**config.mk**
```make
export PLATFORM = sky130hd
export DESIGN_NAME = gtpu_encapsulation_header_builder_unit
export DESIGN_NICKNAME = d
export VERILOG_FILES = /design/src/rtl/gtpuhb_pkg.sv /design/src/rtl/gtpu_encapsulation_header_builder_unit.sv
export SDC_FILE = /design/constraint.sdc
export NUM_CORES = 1
export LEC_CHECK = 0
export BUFFER_PORTS_ARGS = -buffer_cell sky130_fd_sc_hd__buf_2
export CAP_MARGIN = 10
export CORE_MARGIN = 10
export CORE_UTILIZATION = 35
export CTS_CLUSTER_DIAMETER = 50
export DETAILED_ROUTE_END_ITERATION = 10
export GPL_TIMING_DRIVEN = 0
export SYNTH_ARGS = -nofsm -noshare
export SYNTH_HDL_FRONTEND = slang
export SYNTH_SLANG_ARGS = --single-unit
```
**constraint.sdc**
```tcl
create_clock -name clk -period 11.7 [get_ports clk]
set_input_delay 1.755 -clock clk [delete_from_list [all_inputs] [get_ports clk]]
set_output_delay 1.755 -clock clk [all_outputs]
set_load 0.005 [all_outputs]
```
**src/rtl/gtpuhb_pkg.sv**
```systemverilog
package gtpuhb_pkg;

    localparam int unsigned HDR_BYTES = 58;
    localparam int unsigned IDX_W     = $clog2(HDR_BYTES);
    localparam logic [IDX_W-1:0] HDR_LAST_IDX = IDX_W'(HDR_BYTES - 1);

    localparam int unsigned CFG_DATA_W  = 48;
    localparam int unsigned CFG_INDEX_W = 2;

    // register indexes
    localparam logic [CFG_INDEX_W-1:0] REG_SOURCE_MAC       = 2'd0;
    localparam logic [CFG_INDEX_W-1:0] REG_DESTINATION_MAC  = 2'd1;
    localparam logic [CFG_INDEX_W-1:0] REG_SOURCE_IPV4      = 2'd2;
    localparam logic [CFG_INDEX_W-1:0] REG_DESTINATION_IPV4 = 2'd3;

    // fixed header values
    localparam logic [15:0] ETHERTYPE_IPV4  = 16'h0800;
    localparam logic [7:0]  IP_VER_IHL      = 8'h45;
    localparam logic [7:0]  IP_TTL          = 8'd64;
    localparam logic [7:0]  IP_PROTO_UDP    = 8'd17;
    localparam logic [15:0] UDP_SRC_PORT    = 16'd12345;
    localparam logic [15:0] UDP_DST_PORT    = 16'd2152;
    localparam logic [7:0]  GTP_FLAGS       = 8'h34;
    localparam logic [7:0]  GTP_MSG_GPDU    = 8'hFF;
    localparam logic [7:0]  EXT_PDU_SESSION = 8'h85;
    localparam logic [7:0]  EXT_LEN_WORDS   = 8'h01;
    localparam logic [7:0]  EXT_PDU_TYPE    = 8'h10;
    localparam logic [7:0]  EXT_NEXT_NONE   = 8'h00;
    localparam logic [15:0] IP_LEN_ADD      = 16'd44;
    localparam logic [15:0] UDP_LEN_ADD     = 16'd24;
    localparam logic [15:0] GTP_LEN_ADD     = 16'd8;

    // sum of the constant ipv4 header words: version/ihl and ttl/protocol
    localparam logic [15:0] IP_CONST_SUM = {IP_VER_IHL, 8'h00} + {IP_TTL, IP_PROTO_UDP};

    typedef struct packed {
        logic [47:0] source_mac;
        logic [47:0] destination_mac;
        logic [31:0] source_ipv4;
        logic [31:0] destination_ipv4;
    } cfg_t;

    typedef struct packed {
        logic [31:0] tunnel_id;
        logic [5:0]  flow_id;
        logic [15:0] ip_length;
        logic [15:0] udp_length;
        logic [15:0] gtp_length;
        logic [15:0] checksum;
    } work_t;

    function automatic logic [15:0] ip_checksum(input cfg_t cfg, input logic [15:0] ip_length);
        logic [18:0] sum;
        logic [16:0] fold;
        logic [15:0] folded;
        sum = 19'(IP_CONST_SUM) + 19'(ip_length)
            + 19'(cfg.source_ipv4[31:16]) + 19'(cfg.source_ipv4[15:0])
            + 19'(cfg.destination_ipv4[31:16]) + 19'(cfg.destination_ipv4[15:0]);
        fold = 17'(sum[18:16]) + 17'(sum[15:0]);
        folded = fold[15:0] + 16'(fold[16]);
        return ~folded;
    endfunction

    function automatic logic [7:0] header_byte_at(input logic [IDX_W-1:0] idx,
                                                  input cfg_t cfg, input work_t w);
        logic [7:0] b;
        b = 8'h00;
        unique case (idx)
            6'd0:  b = cfg.destination_mac[47:40];
            6'd1:  b = cfg.destination_mac[39:32];
            6'd2:  b = cfg.destination_mac[31:24];
            6'd3:  b = cfg.destination_mac[23:16];
            6'd4:  b = cfg.destination_mac[15:8];
            6'd5:  b = cfg.destination_mac[7:0];
            6'd6:  b = cfg.source_mac[47:40];
            6'd7:  b = cfg.source_mac[39:32];
            6'd8:  b = cfg.source_mac[31:24];
            6'd9:  b = cfg.source_mac[23:16];
            6'd10: b = cfg.source_mac[15:8];
            6'd11: b = cfg.source_mac[7:0];
            6'd12: b = ETHERTYPE_IPV4[15:8];
            6'd13: b = ETHERTYPE_IPV4[7:0];
            6'd14: b = IP_VER_IHL;
            6'd16: b = w.ip_length[15:8];
            6'd17: b = w.ip_length[7:0];
            6'd22: b = IP_TTL;
            6'd23: b = IP_PROTO_UDP;
            6'd24: b = w.checksum[15:8];
            6'd25: b = w.checksum[7:0];
            6'd26: b = cfg.source_ipv4[31:24];
            6'd27: b = cfg.source_ipv4[23:16];
            6'd28: b = cfg.source_ipv4[15:8];
            6'd29: b = cfg.source_ipv4[7:0];
            6'd30: b = cfg.destination_ipv4[31:24];
            6'd31: b = cfg.destination_ipv4[23:16];
            6'd32: b = cfg.destination_ipv4[15:8];
            6'd33: b = cfg.destination_ipv4[7:0];
            6'd34: b = UDP_SRC_PORT[15:8];
            6'd35: b = UDP_SRC_PORT[7:0];
            6'd36: b = UDP_DST_PORT[15:8];
            6'd37: b = UDP_DST_PORT[7:0];
            6'd38: b = w.udp_length[15:8];
            6'd39: b = w.udp_length[7:0];
            6'd42: b = GTP_FLAGS;
            6'd43: b = GTP_MSG_GPDU;
            6'd44: b = w.gtp_length[15:8];
            6'd45: b = w.gtp_length[7:0];
            6'd46: b = w.tunnel_id[31:24];
            6'd47: b = w.tunnel_id[23:16];
            6'd48: b = w.tunnel_id[15:8];
            6'd49: b = w.tunnel_id[7:0];
            6'd53: b = EXT_PDU_SESSION;
            6'd54: b = EXT_LEN_WORDS;
            6'd55: b = EXT_PDU_TYPE;
            6'd56: b = {2'b00, w.flow_id};
            6'd57: b = EXT_NEXT_NONE;
            // zero fields: tos, id, fragment, udp checksum, gtp padding
            default: b = 8'h00;
        endcase
        return b;
    endfunction

endpackage

```
**src/rtl/gtpu_encapsulation_header_builder_unit.sv**
```systemverilog
// GTP-U outer header builder. Each request transaction (tunnel_id, flow_id,
// inner_length) produces 58 result transactions, one header byte each, in wire
// order: Ethernet (configured MACs, ethertype IPv4), IPv4 (ttl 64, UDP, lengths,
// ones-complement header checksum), UDP (12345 -> 2152, checksum 0) and GTP-U
// with a PDU session container carrying flow_id; last_byte marks byte 58.
// The byte-wide result channel sets the pace: the output register moves one
// byte per cycle while out_ready holds. A request buffer stage in front of the
// byte serializer takes the next request while the current header is still
// streaming, so headers follow each other with no gap when out_ready stays high.
// Configuration writes (cfg_write_enable, cfg_index, cfg_data) take effect at
// the clock edge and must only be made while no header is in flight.
module gtpu_encapsulation_header_builder_unit
    import gtpuhb_pkg::*;
(
    input  logic                   clk,
    input  logic                   rst_n,

    input  logic                   cfg_write_enable,
    input  logic [CFG_INDEX_W-1:0] cfg_index,
    input  logic [CFG_DATA_W-1:0]  cfg_data,

    input  logic                   in_valid,
    output logic                   in_ready,
    input  logic [31:0]            tunnel_id,
    input  logic [5:0]             flow_id,
    input  logic [10:0]            inner_length,

    output logic                   out_valid,
    input  logic                   out_ready,
    output logic [7:0]             header_byte,
    output logic                   last_byte
);

    // configuration registers
    cfg_t cfg_reg;

    // request buffer stage
    logic        req_valid_reg;
    logic [31:0] req_tunnel_id_reg;
    logic [5:0]  req_flow_id_reg;
    logic [10:0] req_inner_length_reg;

    // serializer stage
    logic             work_valid_reg;
    work_t            work_reg;
    work_t            work_next;
    logic [IDX_W-1:0] byte_idx_reg;

    // output register
    logic       out_valid_reg;
    logic [7:0] header_byte_reg;
    logic       last_byte_reg;

    logic in_accept;
    logic out_advance;
    logic load_out;
    logic work_done;
    logic transfer;

    // handshake and stage control
    assign out_advance = !out_valid_reg || out_ready;
    assign load_out    = work_valid_reg && out_advance;
    assign work_done   = load_out && (byte_idx_reg == HDR_LAST_IDX);
    // buffered request moves in as the current header hands over its last byte
    assign transfer    = req_valid_reg && (!work_valid_reg || work_done);
    assign in_ready    = !req_valid_reg || transfer;
    assign in_accept   = in_valid && in_ready;

    assign out_valid   = out_valid_reg;
    assign header_byte = header_byte_reg;
    assign last_byte   = last_byte_reg;

    // length fields and checksum are fixed per request when it enters the serializer
    always_comb
    begin
        work_next.tunnel_id  = req_tunnel_id_reg;
        work_next.flow_id    = req_flow_id_reg;
        work_next.ip_length  = 16'(req_inner_length_reg) + IP_LEN_ADD;
        work_next.udp_length = 16'(req_inner_length_reg) + UDP_LEN_ADD;
        work_next.gtp_length = 16'(req_inner_length_reg) + GTP_LEN_ADD;
        work_next.checksum   = ip_checksum(cfg_reg, work_next.ip_length);
    end

    // configuration
    always_ff @(posedge clk or negedge rst_n)
    begin
        if (!rst_n)
        begin
            cfg_reg <= '0;
        end
        else if (cfg_write_enable)
        begin
            unique case (cfg_index)
                REG_SOURCE_MAC:       cfg_reg.source_mac       <= cfg_data;
                REG_DESTINATION_MAC:  cfg_reg.destination_mac  <= cfg_data;
                REG_SOURCE_IPV4:      cfg_reg.source_ipv4      <= cfg_data[31:0];
                REG_DESTINATION_IPV4: cfg_reg.destination_ipv4 <= cfg_data[31:0];
                default:              cfg_reg <= cfg_reg;
            endcase
        end
    end

    // control state
    always_ff @(posedge clk or negedge rst_n)
    begin
        if (!rst_n)
        begin
            req_valid_reg  <= 1'b0;
            work_valid_reg <= 1'b0;
            byte_idx_reg   <= '0;
            out_valid_reg  <= 1'b0;
        end
        else
        begin
            if (in_accept)
                req_valid_reg <= 1'b1;
            else if (transfer)
                req_valid_reg <= 1'b0;

            if (transfer)
            begin
                work_valid_reg <= 1'b1;
                byte_idx_reg   <= '0;
            end
            else if (work_done)
            begin
                work_valid_reg <= 1'b0;
                byte_idx_reg   <= '0;
            end
            else if (load_out)
            begin
                byte_idx_reg <= byte_idx_reg + 1'b1;
            end

            if (out_advance)
                out_valid_reg <= load_out;
        end
    end

    // payload registers
    always_ff @(posedge clk)
    begin
        if (in_accept)
        begin
            req_tunnel_id_reg    <= tunnel_id;
            req_flow_id_reg      <= flow_id;
            req_inner_length_reg <= inner_length;
        end

        if (transfer)
            work_reg <= work_next;

        if (load_out)
        begin
            header_byte_reg <= header_byte_at(byte_idx_reg, cfg_reg, work_reg);
            last_byte_reg   <= (byte_idx_reg == HDR_LAST_IDX);
        end
    end

    // a request entering the serializer always starts at the first header byte
    a_transfer_starts: assert property (@(posedge clk) disable iff (!rst_n)
        transfer |=> (work_valid_reg && (byte_idx_reg == '0)))
        else $error("serializer did not restart at byte zero");

    // byte counter never runs past the last header byte
    a_idx_bound: assert property (@(posedge clk) disable iff (!rst_n)
        work_valid_reg |-> (byte_idx_reg <= HDR_LAST_IDX))
        else $error("byte index beyond header length");

    // input stalls only while both the buffer and the serializer are occupied
    a_stall_cause: assert property (@(posedge clk) disable iff (!rst_n)
        !in_ready |-> (req_valid_reg && work_valid_reg))
        else $error("input stalled with a free stage");

    // the final byte of a header leaves the serializer idle unless a request waits
    a_done_release: assert property (@(posedge clk) disable iff (!rst_n)
        (work_done && !req_valid_reg) |=> !work_valid_reg)
        else $error("serializer busy after last byte");

endmodule

```
==> results_dict.tcl, run 1 <==
set metrics [dict create \
    status "finished, final reports clean" \
    dp_hpwl_um 41090 \
    synthXorXnorAreaFrac 0.03087 \
    met3_usage 0.05062 \
    die-area_um2 54200 \
    synth.most_common_cell "dfrtp_1" \
    fin_skew_ns 0.02076 \
    power.density_nw_per_um2 325.1 \
    yosysSeqAreaShare 0.5358 \
    slowest_delay_ns 0.56 \
    viasPerCell 5.487 \
    synth_top_family_by_area "multiplexers" \
    cp_data_required_time_ns 12.02 \
    cts_max_level 2 \
    period_share 0.8716 \
    detail-route-antenna-nets 0 \
    gp_congestion 0.9738 \
    rsz0062_at_grt "false" \
    drv_cap 0 \
    cts.hold.buffers_added 0 \
    cp.arrival_ns 10.52 \
    route.detailed.wl_per_inst_um 26.56 \
    finalWorstSetupSlack_ns 1.502 \
    clk_pin_slew_ns 0.06 \
    die_h_um 232.8 \
    post-synth-top-area-cell "edfxtp_1" \
    yosys_warnings 0 \
    synth_compound_area_frac 0.09741 \
    clock_path_buffers 3 \
    cp-start-kind "flop" \
    finalSetupViolCount 0 \
    hold_start "req_flow_id_reg[5]" \
    finalCriticalPeriod_ns 10.20 \
    fmax_mhz 98.06 \
    crit_start "req_inner_length_reg[3]" \
    ios 115 \
    end_kind "flop" \
    largest_reg_flops 160 \
    syn_area_per_cell_um2 12.64 \
    busiest_layer "met2" \
    worst_pin_slew_ns 1.223 \
    drc 0 \
    grt_usage 0.1997 \
    muxShareOfSynthArea 0.1156 \
    syn_nets 1449 \
    cts_root_buf "clkbuf_16" \
    die_w_um 232.8 \
    synth_common_cells "dfrtp_1 (169), mux2_2 (160), edfxtp_1 (142)" \
    drt_wl_total_um 54160 \
    synth_cell_types 70 \
    synth_area_um2 15850 \
    setup_tns_ns 0 \
    hp-class "flop to flop" \
    synthArstFlopShare 0.5434 \
    rows 77 \
    flow.area_growth_from_synthesis_pct 17.61 \
    drive_above_1_share 0.2495 \
    yosys.area_share.simple 0.08320 \
    regToRegStartpoint "req_inner_length_reg[3]" \
    grt_util_met2 0.2975 \
    grt-ovfl-total 0 \
    firstDrtPassIters 5 \
    ir_drop_v 0.0002562 \
    synthCells 1254 \
    cpMostUsedCell "inv_1" \
    clock-sinks 311 \
    synth_edf_count 142 \
    path_class "flop to flop" \
    port-buffer-count 114 \
    initial_core_util 0.3561 \
    cp_max_fo 6 \
    synthTopCellsByArea "edfxtp_1 (27%), dfrtp_1 (27%), mux2_2 (11%)" \
    insertion_delay_ns 0.58 \
    coreArea_um2 44510 \
    ys_seq_elements 311 \
    relSlewSlack 0.1845 \
    drv_slew 0 \
    drtIter0Drc 1276 \
    diodes 0 \
    dp_worst_setup_slack_ns 1.593 \
    p_leak_uw 0.007655 \
    hold_viol_final 0 \
    cts_tree "yes" \
    synth-main-ff-cell "dfrtp_1" \
    use_met1 0.2695 \
    synth-adder-area-share 0.09315 \
    cp_slowest_cell "fa_1" \
    cts_inserted_buffers 39 \
    first_global_vias 11450 \
    cts_setup_buffers 0 \
    grt_max_degree 94 \
    post_cts_resized 0 \
    vias 11190 \
    grt_pass1_wl_um 78540 \
    antenna_found_initial 2 \
    synth.top_cell.area_share 0.2690 \
    nNetsFinal 1612 \
]
## placed cells by master (no fill, tap or decap), drive strengths merged, types with 22 or more instances in the layout
| master | netlist | final |
|---|---|---|
| dfrtp | 169 | 169 |
| mux2 | 160 | 160 |
| edfxtp | 142 | 142 |
| inv | 128 | 132 |
| buf | 8 | 130 |
| clkbuf | 49 | 99 |
| a22oi | 66 | 66 |
| nand2 | 55 | 55 |
| ha | 46 | 46 |
| fa | 45 | 45 |
| xnor2 | 32 | 32 |
| nor2 | 31 | 31 |
| nand3 | 30 | 30 |
| xor2 | 23 | 23 |
| and2 | 23 | 23 |
| a22o | 22 | 22 |
## stage by stage
stage | hold slack, ns | instance area, um^2 | power [uW] | std cells | utilization
after global placement | 0.4027 | 17160 | 4790 | 1960 | 0.3856
after detailed placement | 0.4045 | 17330 | 4842 | 1968 | 0.3894
after global routing | 0.4249 | 18640 | 6528 | 2039 | 0.4188
final | 0.4107 | 18640 | 6061 | 2039 | 0.4188
after floorplan | 0.4003 | 15850 | 3995 | 1254 | -
after CTS | 0.4111 | 18640 | 6075 | 2039 | 0.4188
## layer usage
layer  share of wire  routed length, um
met5         0.00037                 20
met4           0.042               2291
met3           0.097               5277
met2            0.44              23590
met1            0.42              22980
## logic make-up (layout without fill, tap and decap cells)
family / count (synthesis) / count (layout)
buffers and inverters: 185 / 378
flip-flops: 311 / 311
AND/OR/NAND/NOR: 247 / 247
XOR/XNOR: 55 / 55
multiplexers: 163 / 163
AO/OA/AOI/OAI: 202 / 202
adder cells (fa/ha/maj): 91 / 91
## path summary, 6_finish.rpt
path | depth (start not counted) | slack, ns | endpoint
worst max-delay path | 41 | 1.50 | work_reg[15]
worst max register to register | 41 | 1.50 | work_reg[15]
max in group asynchronous | 2 | 9.66 | cfg_reg[24]
worst min-delay path | 0 | 0.41 | work_reg[69]
min in group asynchronous | 1 | 1.12 | out_valid
worst min register to register | 0 | 0.41 | work_reg[69]
## worst max-delay path: cells and delay by family, from the launching register on
family / cells / cell delay (ns)
buf+inv: 6 / 0.55
flops: 1 / 0.46
fa+ha+maj: 8 / 2.84
compound gates: 10 / 2.19
simple gates: 15 / 3.30
xor+xnor: 2 / 0.62
## area by class of cell
type                    count  area, um^2
well taps                 592       740.7
repair buffers            122       718.2
plain buffers              57       216.5
inverters                 128       480.5
multi-input cells         758        6685
flip-flops and latches    311        8493
clock buffers              50        1070
fillers                  4216       25870
clock inverters            21       237.7
## power by group
part	switching [uW]	internal, uW
clock network	509	707
logic	2000	1370
registers	103	1380
Power figures use the tool's default switching activity.
==> run 2: changes to the inputs <==
--- a/config.mk
+++ b/config.mk
@@ -7,11 +7,14 @@
 export LEC_CHECK = 0
 export BUFFER_PORTS_ARGS = -buffer_cell sky130_fd_sc_hd__buf_2
 export CAP_MARGIN = 10
+export CELL_PAD_IN_SITES_DETAIL_PLACEMENT = 1
+export CELL_PAD_IN_SITES_GLOBAL_PLACEMENT = 1
 export CORE_MARGIN = 10
 export CORE_UTILIZATION = 35
 export CTS_CLUSTER_DIAMETER = 50
 export DETAILED_ROUTE_END_ITERATION = 10
 export GPL_TIMING_DRIVEN = 0
+export PLACE_DENSITY_LB_ADDON = 0.1
 export SYNTH_ARGS = -nofsm -noshare
 export SYNTH_HDL_FRONTEND = slang
 export SYNTH_SLANG_ARGS = --single-unit
==> run 2 against run 1 <==
Sequential power about the same. Die area is the same. Worst hold slack gained 0.0062 ns. Largest cell class unchanged. Largest power group unchanged.
==> results_dict.tcl, run 2 (synthesized netlist as in run 1, its figures left out) <==
set metrics [dict create \
    grt_max_degree 113 \
    clock_path_buffers 3 \
    fin_skew_ns 0.02464 \
    reg2reg_slack_ns 0.91 \
    firstDrtPassIters 5 \
    end_kind "flop" \
    holdWs_ns 0.4169 \
    final_cell_mix "dfrtp_1 (169), mux2_2 (160), edfxtp_1 (142), inv_1 (128), buf_2 (116)" \
    route.detailed.wl_per_inst_um 29.28 \
    regToRegStartpoint "req_inner_length_reg[3]" \
    drv_slew 0 \
    cpMostUsedCell "inv_1" \
    insertion_delay_ns 0.58 \
    cp-start-kind "flop" \
    fmax_mhz 92.67 \
    cts_root_buf "clkbuf_16" \
    status "finished, final reports clean" \
    finalSetupViolCount 0 \
    final_common_cell "dfrtp_1" \
    clock-sinks 311 \
    cts_setup_buffers 0 \
    die_h_um 232.8 \
    detail-route-antenna-nets 0 \
    path_class "flop to flop" \
    cts_tree "yes" \
    cp_data_required_time_ns 12.02 \
    cp_max_fo 6 \
    first_global_vias 11620 \
    slowest_delay_ns 0.58 \
    p_leak_uw 0.007706 \
    post_cts_resized 0 \
    coreArea_um2 44510 \
    rows 77 \
    finalCriticalPeriod_ns 10.79 \
    drc 0 \
    relSlewSlack 0.1563 \
    antenna_found_initial 2 \
    power.density_nw_per_um2 336.2 \
    cp.arrival_ns 11.11 \
    grt_usage 0.2202 \
    rsz0062_at_grt "false" \
    port-buffer-count 114 \
    die-area_um2 54200 \
    flow.area_growth_from_synthesis_pct 18.11 \
    cts_max_level 2 \
    final_util 0.4206 \
    period_share 0.9223 \
    hp-class "flop to flop" \
    setup_tns_ns 0 \
    largest_reg_flops 160 \
    drtIter0Drc 1019 \
    ir_drop_v 0.0002475 \
    clk_pin_slew_ns 0.05 \
    diodes 0 \
    hold_start "req_tunnel_id_reg[28]" \
    grt_pass1_wl_um 84730 \
    vias 11240 \
    initial_core_util 0.3561 \
    die_w_um 232.8 \
    ios 115 \
    gp_congestion 0.9218 \
    cp_slowest_cell "fa_1" \
    worst_pin_slew_ns 1.266 \
    grt-ovfl-total 0 \
    drive_above_1_share 0.2507 \
    nNetsFinal 1618 \
    crit_start "req_inner_length_reg[3]" \
    drv_cap 0 \
    dp_hpwl_um 45400 \
    cts.hold.buffers_added 0 \
    hold_viol_final 0 \
    cts_inserted_buffers 42 \
    drt_wl_total_um 59970 \
    viasPerCell 5.490 \
]
==> run 2: cell type report <==
cell class	instances	area (um^2)
Timing Repair Buffer	125	739.5
Tap cell	592	740.7
Sequential cell	311	8493
Inverter	128	480.5
Clock buffer	58	1182
Fill cell	4754	25790
Multi-Input combinational cell	758	6685
Buffer	57	216.5
Clock inverter	19	182.7
==> run 2: power by group <==
part	internal, uW	total, uW	switching [uW]	leakage [uW]
combinational	1380	3550	2170	0.00376
sequential	1380	1480	104	0.00328
clock	755	1260	505	0.000664
==> run 2: worst max-delay path: cells and delay by family, from the launching register on <==
kind            cells  cell delay (ns)
flops               1             0.48
fa+ha+maj           8             2.85
buf+inv             6             0.63
simple gates       15             3.37
compound gates     10             2.45
xor+xnor            2             0.71
==> run 2: through the flow <==
step,std cells,power (uW),setup slack (ns),instance area (um^2)
CTS,2048,6334,0.9099,18720
detailed placement,1971,5045,0.9758,17360
global placement,1960,4956,1.070,17160
floorplan,1254,3995,3.249,15850
global route,2048,6779,0.1387,18720
finish,2048,6294,0.9092,18720
==> run 2: worst paths after layout <==
check                               end  depth (start not counted)
min in group asynchronous   cfg_reg[32]                          1
hold / removal             work_reg[98]                          0
max in group asynchronous  cfg_reg[101]                          2
setup reg to reg           work_reg[15]                         41
hold reg to reg            work_reg[98]                          0
setup / recovery           work_reg[15]                         41
==> run 2: per-layer routing <==
metal,track usage,routed length [um]
met3,0.05792,4998
met1,0.3071,26980
met2,0.3271,26170
met5,0,12
met4,0.06979,1805
==> run 3: changes to the inputs <==
--- a/config.mk
+++ b/config.mk
@@ -14,7 +14,7 @@
 export CTS_CLUSTER_DIAMETER = 50
 export DETAILED_ROUTE_END_ITERATION = 10
 export GPL_TIMING_DRIVEN = 0
-export PLACE_DENSITY_LB_ADDON = 0.1
+export PLACE_DENSITY = 0.64
 export SYNTH_ARGS = -nofsm -noshare
 export SYNTH_HDL_FRONTEND = slang
 export SYNTH_SLANG_ARGS = --single-unit
==> run 3 against run 2 <==
Core utilization is essentially flat. Sequential share of layout area is essentially flat. Register-to-register slack gained 0.25 ns. Sequential power barely moved. Global-route usage decreased by 0.96 points. Worst hold slack gained 0.0031 ns. Non-clock buffer count fell by 3. Largest power group unchanged.
==> results_dict.tcl, run 3 (synthesized netlist as in run 1, its figures left out) <==
set metrics [dict create \
    cp_data_required_time_ns 12.02 \
    antenna_found_initial 1 \
    top_layer_used "met4" \
    grt-ovfl-total 0 \
    fillCellCount 4685 \
    ios 115 \
    grt_usage 0.2105 \
    cpMostUsedCell "inv_1" \
    cp_max_fo 6 \
    vias 11290 \
    ir_drop_v 0.0002160 \
    detail-route-antenna-nets 0 \
    fin_skew_ns 0.01841 \
    status "finished, final reports clean" \
    drv_slew 0 \
    relSlewSlack 0.1740 \
    period_share 0.9013 \
    insertion_delay_ns 0.58 \
    drtIter0Drc 1095 \
    cp-start-kind "flop" \
    nNetsFinal 1614 \
    final_common_cell "dfrtp_1" \
    hp-class "flop to flop" \
    wl_met1_um 24440 \
    cts_max_level 2 \
    fmax_mhz 94.83 \
    post_cts_resized 0 \
    die_h_um 232.8 \
    drc 0 \
    place_area_um2 17350 \
    port-buffer-count 114 \
    worst_pin_slew_ns 1.234 \
    power.density_nw_per_um2 332.1 \
    cts_tree "yes" \
    drt_wl_total_um 57920 \
    largest_reg_flops 160 \
    flow.area_growth_from_synthesis_pct 18.01 \
    hold_start "req_tunnel_id_reg[4]" \
    routed-wl-met3_um 5592 \
    finalCriticalPeriod_ns 10.55 \
    path_class "flop to flop" \
    final_cell_mix "dfrtp_1 (169), mux2_2 (160), edfxtp_1 (142), inv_1 (128), buf_2 (114)" \
    slowest_delay_ns 0.55 \
    cts_setup_buffers 0 \
    dp_hpwl_um 44100 \
    cts_root_buf "clkbuf_16" \
    drive_above_1_share 0.2522 \
    crit_start "req_inner_length_reg[3]" \
    grt_max_degree 113 \
    route.detailed.wl_per_inst_um 28.34 \
    die-area_um2 54200 \
    p_leak_uw 0.007691 \
    cp.arrival_ns 10.86 \
    clock-sinks 311 \
    rsz0062_at_grt "false" \
    grt_pass1_wl_um 81810 \
    cts_inserted_buffers 41 \
    firstDrtPassIters 5 \
    setup_tns_ns 0 \
    route.met2.wl_um 25120 \
    initial_core_util 0.3561 \
    cp_slowest_cell "fa_1" \
    hold_viol_final 0 \
    cts.hold.buffers_added 0 \
    design_area_um2 18710 \
    rows 77 \
    coreArea_um2 44510 \
    die_w_um 232.8 \
    regToRegStartpoint "req_inner_length_reg[3]" \
    end_kind "flop" \
    gp_congestion 0.9617 \
    viasPerCell 5.524 \
    clock_path_buffers 3 \
    clk_pin_slew_ns 0.06 \
    finalSetupViolCount 0 \
    first_global_vias 11840 \
    drv_cap 0 \
]
## run 3: area by class of cell
| type | instances | area (um^2) | share of cell area |
|---|---|---|---|
| sequential | 311 | 8493 | 0.4540 |
| multi-input combinational | 758 | 6690 | 0.3577 |
| clock buffer | 47 | 1080 | 0.05773 |
| tap | 592 | 740.7 | 0.03960 |
| timing repair buffer | 122 | 725.7 | 0.03880 |
| inverter | 128 | 480.5 | 0.02569 |
| clock inverter | 28 | 276.5 | 0.01478 |
| buffer | 57 | 216.5 | 0.01157 |
| antenna | 1 | 2.502 | 0.0001338 |
## run 3: layer usage
metal  vias up  GRT usage
met3       116    0.06790
met1      5811     0.2757
met5         -          0
met4         0    0.09799
li1       4877          -
met2       487     0.3109
## run 3: worst paths after layout
kind / to / slack (ns) / cells after the start
setup reg to reg: work_reg[15] / 1.15 / 41
hold / removal: work_reg[74] / 0.42 / 0
max in group asynchronous: cfg_reg[120] / 9.61 / 2
hold reg to reg: work_reg[74] / 0.42 / 0
min in group asynchronous: byte_idx_reg[1] / 1.11 / 1
setup / recovery: work_reg[15] / 1.15 / 41
## run 3: report_power, final
part,leakage (uW),switching [uW],internal [uW],total (uW)
logic,0.00375,2080,1370,3460
registers,0.00328,113,1380,1490
clock network,0.000662,522,742,1260
total,0.00769,2720,3490,6210
## run 3: metrics by stage
step                      utilization  instances  total power (uW)  hold slack [ns]  setup WS [ns]
after global placement         0.3856       1960              4845           0.4050          1.391
after floorplan                     -       1254              3995           0.4003          3.249
after detailed placement       0.3897       1968              4947           0.4065          1.331
final                          0.4203       2044              6213           0.4201          1.154
after global routing           0.4202       2043              6660           0.4250         0.3942
after CTS                      0.4202       2043              6240           0.4197          1.244
## run 3: critical path: cells and delay by family, from the launching register on
kind	cells	cell delay [ns]
AND/OR/NAND/NOR	15	3.41
flip-flops	1	0.48
adder cells (fa/ha/maj)	8	2.77
buffers and inverters	6	0.59
XOR/XNOR	2	0.68
AO/OA/AOI/OAI	10	2.36
